===== config.mk =====
export PLATFORM = sky130hd
export DESIGN_NAME = dep_sqrt_cell
export DESIGN_NICKNAME = d
export VERILOG_FILES = /design/src/dep_pkg.sv /design/src/dep_sqrt_cell.sv
export SDC_FILE = /design/constraint.sdc
export NUM_CORES = 1
export LEC_CHECK = 0
export ABC_AREA = 1
export BUFFER_PORTS_ARGS = -buffer_cell sky130_fd_sc_hd__buf_4
export CORE_ASPECT_RATIO = 1.75
export CORE_UTILIZATION = 45
export CTS_BUF_LIST = sky130_fd_sc_hd__clkbuf_8 sky130_fd_sc_hd__clkbuf_16
export CTS_CLUSTER_DIAMETER = 50
export CTS_CLUSTER_SIZE = 14
export DETAILED_ROUTE_END_ITERATION = 10
export GPL_TIMING_DRIVEN = 0
export PLACE_DENSITY_LB_ADDON = 0.15
export SLEW_MARGIN = 5
export SYNTH_ARGS = -nofsm -noshare
export SYNTH_HDL_FRONTEND = slang
export SYNTH_SLANG_ARGS = --single-unit

===== constraint.sdc =====
create_clock -name clk -period 4.7 [get_ports clk]
set_input_delay 0.705 -clock clk [delete_from_list [all_inputs] [get_ports clk]]
set_output_delay 0.705 -clock clk [all_outputs]
set_load 0.03 [all_outputs]

===== src/dep_pkg.sv =====
`default_nettype none
package dep_pkg;

  localparam int CompBits   = 16;
  localparam int Stages     = 16;
  localparam int Fsh        = 32 - CompBits;
  localparam int Preshift   = 24;
  localparam int SizeBits   = 14;
  localparam int PixBits    = 13;
  localparam int AngBits    = 34;
  localparam int VecBits    = 64;
  localparam int SqBits     = 2 * CompBits + 1;
  localparam int RootBits   = (SqBits + 2 * Fsh + 1) / 2;
  localparam int SqrtSteps  = RootBits;
  localparam int StepBits   = $clog2(Stages);
  localparam int BitposBits = $clog2(RootBits);

  localparam logic [0:0] CfgWidth  = 1'b0;
  localparam logic [0:0] CfgHeight = 1'b1;

  typedef logic signed [VecBits-1:0] vec_t;
  typedef logic signed [AngBits-1:0] ang_t;

  // one stage word of the CORDIC chain
  typedef struct packed {
    logic              vld;
    vec_t              x;
    vec_t              y;
    ang_t              ang;
  } cord_t;

  // side data carried next to the CORDIC chain
  typedef struct packed {
    logic              zero;
  } side_t;

  function automatic ang_t atan_turn(input int i);
    logic [31:0] t;
    case (i)
      0:  t = 32'h20000000;  1: t = 32'h12E4051E;  2: t = 32'h09FB385B;
      3:  t = 32'h051111D4;  4: t = 32'h028B0D43;  5: t = 32'h0145D7E1;
      6:  t = 32'h00A2F61E;  7: t = 32'h00517C55;  8: t = 32'h0028BE53;
      9:  t = 32'h00145F2F; 10: t = 32'h000A2F98; 11: t = 32'h000517CC;
      12: t = 32'h00028BE6; 13: t = 32'h000145F3; 14: t = 32'h0000A2F9;
      15: t = 32'h0000517C; 16: t = 32'h000028BE; 17: t = 32'h0000145F;
      18: t = 32'h00000A2F; 19: t = 32'h00000517; 20: t = 32'h0000028B;
      21: t = 32'h00000145; 22: t = 32'h000000A2; 23: t = 32'h00000051;
      24: t = 32'h00000028; 25: t = 32'h00000014; 26: t = 32'h0000000A;
      27: t = 32'h00000005; 28: t = 32'h00000002; 29: t = 32'h00000001;
      default: t = 32'h0;
    endcase
    return ang_t'({2'b00, t});
  endfunction

endpackage
`default_nettype wire


===== src/dep_sqrt_cell.sv =====
`default_nettype none
// One restoring step of the integer square root: one result bit per cell.
module dep_sqrt_cell (
  input  wire logic                             clk,
  input  wire logic [dep_pkg::BitposBits-1:0]   bitpos,
  input  wire logic [2*dep_pkg::RootBits-1:0]   rem_in,
  input  wire logic [dep_pkg::RootBits-1:0]     root_in,
  output logic      [2*dep_pkg::RootBits-1:0]   rem_r,
  output logic      [dep_pkg::RootBits-1:0]     root_r
);
  import dep_pkg::*;

  logic [2*RootBits-1:0] trial;
  logic [RootBits-1:0]   cand;
  logic [2*RootBits-1:0] rem_nxt;
  logic [RootBits-1:0]   root_nxt;

  // try setting this bit: (root + 2^b)^2 - root^2 = 2*root*2^b + 4^b
  always_comb begin
    cand  = root_in | (RootBits'(1) << bitpos);
    trial = ((2*RootBits)'(root_in) << (bitpos + 1))
          | ((2*RootBits)'(1) << (2 * bitpos));
    if (rem_in >= trial) begin
      rem_nxt  = rem_in - trial;
      root_nxt = cand;
    end else begin
      rem_nxt  = rem_in;
      root_nxt = root_in;
    end
  end

  // advance one cell
  always_ff @(posedge clk) begin
    rem_r  <= rem_nxt;
    root_r <= root_nxt;
  end
endmodule
`default_nettype wire


==> results.md <==
- Outcome: complete, but fails checks
- Failing checks: setup timing
- Worst setup margin: -0.0352 ns
- Initial Util: 45.7%
- Mapped Area: 12100 um^2
- Post-synth top area share: 27.6%
- Main combinational cell family by area after synthesis: simple AND/OR/NAND/NOR gates
- Cell accounting for the most synthesized area: nand2_1
- Setup violators final: 18
- Non-Filler Instances: 2814
- Die Area: 27600 um^2
- Routed wire length: 63800 um
- TritonRoute pass-1 iters: 7
- Die width: 126 um
- Switching power: 2910 uW
- Final-report hold violation count: 0
- Cell count after placement: 2767
- Fmax: 211 MHz
- Crit share post-route: 101%
- Met3 GRT Util: 12.3%
- CTS tree: yes
- Placement Rows: 79
- CP Class: primary input to flop
- Post-synth EDFFs: 0
- Clock root cell: clkbuf_16
- Post-route antenna net violation count: 0
- Fraction of registers with async set/reset: 0%
- Io pins: 205
- XOR/XNOR Fraction of Synth Area: 2.53%
- Avg Cell Area, Syn: 5.41 um^2
- Internal: 2650 uW
- Core ar.: 26500 um^2
- Met2 Usage GRT: 80.9%
- Clock power frac: 13.9%
- Clk sink count: 99
- Arr. time, crit path: 5.07 ns
- CP Launch Type: primary input
- Antenna violations before repair: 1
- Post-DP Area: 14000 um^2
- Nets@finish: 2664
- Vias: 16238
- Drt via density: 5.77
- GRT Max-Usage Layer: met2
- Number of H-tree levels: 3
- Post-synthesis compound-gate area fraction: 13.6%
- Synthesis Warnings: 0
- Vias in the first global route: 15687
- Hold buffers post-CTS: 0
- #FFs+latches synth: 99
- Synth area leaders: nand2_1, dfxtp_1, inv_1
- Post-DP HPWL: 53200 um
- Register share of total power: 20.1%
- Drt wl/cell: 22.7 um
- GPL Wtd Cong: 1.16
- Largest net degree at the start of global routing: 19
- Part of the power in combinational logic: 66.0%
- PwrDens: 359 nW/um^2
- Post-synthesis mux area share: 0.661%
- GR Util met1: 38.9%
- Cts bufs inserted: 9
- Yosys cell types: 48
- Worst Tran Pin Value: 0.869 ns
- Post-synth top flop: dfxtp_1
- Post-synthesis adder-cell area fraction: 7.71%
- Layout cells sized above 1: 20.1%
- Syn Nets: 2420
- Peak supply drop: 0.000245 V
- Detailed Route Iter0 Violations: 1268
- Critical Path End Type: flop
- Area grow syn2layout: 27.7%
- Leakage: 0.00827 uW
- CTS Buffer Depth: 2
- DRC viols: 0
- Post-Synthesis Cells: 2240
- CP required: 5.03 ns
- Reg clk slew, reported paths: 0.08 ns
- Total Routing Usage GR: 46.2%
- Worst Hold Class: primary input to flop
- Global-route wire length before repair: 92400 um
- Total gr overflow: 0
- Final min period: 4.74 ns
- Max FO, Critical Path: 10
- Max-slew headroom: 41.9%
- Buffers on Ports: 203
- Max-cap violations: 0
- Post-synthesis simple-gate area fraction: 45.8%
- Slew Viols, Final: 0
- Design area: 15500 um^2
- Die Ht: 219 um
- Switching share of power: 52.4%
- Seq/Total Area, Yosys: 16.4%
critical path, cell delays in order:
cell	delay (ns)
buf_4	0.10
buf_4	0.15
clkinvlp_4	0.12
ha_4	0.35
clkbuf_4	0.23
nor2_1	0.08
a31oi_2	0.27
nand2_1	0.14
nand3_2	0.12
nand4_1	0.51
ha_4	0.54
nand2_1	0.13
nor2_4	0.13
nand2_1	0.09
nor2_2	0.11
nand4_1	0.27
nor2_1	0.22
nor3_2	0.10
nand2_8	0.14
clkbuf_16	0.20
buf_6	0.17
nand2_1	0.07
nand2_1	0.12
worst paths after layout:
kind | from | to | slack [ns] | cells past startpoint
worst min-delay path | rem_in[24] | rem_r[24] | 0.50 | 3
worst max-delay path | bitpos[0] | root_r[2] | -0.04 | 23
synth_stat cells, drive strengths merged (3+ instances only):
cell type / count
o211ai: 36
a21boi: 4
inv: 323
dfxtp: 99
a21o: 4
nor3: 27
nand4: 24
or2: 13
a31oi: 3
nor4: 3
a21oi: 117
clkbuf: 16
xor2: 32
nand3b: 13
nor2: 194
ha: 73
o21bai: 14
clkinv: 3
nand3: 162
mux2i: 8
nand2: 893
nor3b: 3
buf: 51
xnor2: 3
o22ai: 5
o21ai: 108
cell families after synthesis:
| logic type | after synthesis |
|---|---|
| simple gates | 1336 |
| buf+inv | 393 |
| compound gates | 295 |
| flops | 99 |
| fa+ha+maj | 74 |
| xor+xnor | 35 |
| mux | 8 |
cell type report:
type / count / area, um^2
clock inverters: 7 / 58.8
multi-input cells: 1748 / 9280
well taps: 324 / 405
plain buffers: 67 / 499
inverters: 326 / 1240
diodes: 1 / 2.50
repair buffers: 233 / 1780
fillers: 2776 / 11000
clock buffers: 9 / 225
flip-flops and latches: 99 / 1980
layer usage:
layer  vias up  share of wire, %
li1       7567                 -
met1      7239                30
met2       993                48
met3       439               7.5
met4         0                14
met5         -                 0
repair_timing:
| action | CTS | global route |
|---|---|---|
| endpoints found under the setup margin | 99 | 99 |
| setup buffers | 15 | 14 |
| gates resized for setup | 115 | 152 |
| cloned | 0 | 1 |
| pin swaps | 27 | 41 |
flip-flops by register name, indices dropped and copies added (netlist names):
register / cells
rem_r: 66
root_r: 33
power by group through the flow:
stage	clock network [uW]	registers, uW	logic (uW)
2_1_floorplan	0	1580	1630
3_3_place_gp	0	1130	3250
3_5_place_dp	0	1140	3270
4_1_cts	777	1120	3380
5_1_grt	804	1140	3890
6_report	770	1120	3670
metrics by stage:
step,hold slack [ns],total power [uW],utilization [%],setup WS [ns],TNS (ns)
2_1_floorplan,0.791,3220,-,0.593,0
6_report,0.500,5560,58.4,-0.0352,-0.299
3_5_place_dp,0.913,4400,53.0,-1.56,-140.00
4_1_cts,0.493,5280,56.0,0.00291,0
5_1_grt,0.507,5830,58.4,-0.0437,-0.461
3_3_place_gp,0.909,4380,53.0,-1.55,-138.49
placed cells by master (no fill, tap or decap), types with 11 or more instances in the layout:
cell and instances:
nor3_1 24, a21oi_2 14, o21bai_1 12, buf_2 23
o21ai_2 13, nand2_2 20, nor2_2 24, nor2_4 11
inv_1 306, nand3_2 18, nand2_1 865, inv_2 14
or2_2 12, a21oi_1 98, o21ai_0 68, xor2_1 31
buf_6 12, ha_4 15, o211ai_1 36, nand3b_1 13
buf_4 239, nand3_1 142, nand4_1 24, o21ai_1 25
ha_1 48, dfxtp_1 99, nor2_1 159
(Power assumes the default switching activity.)
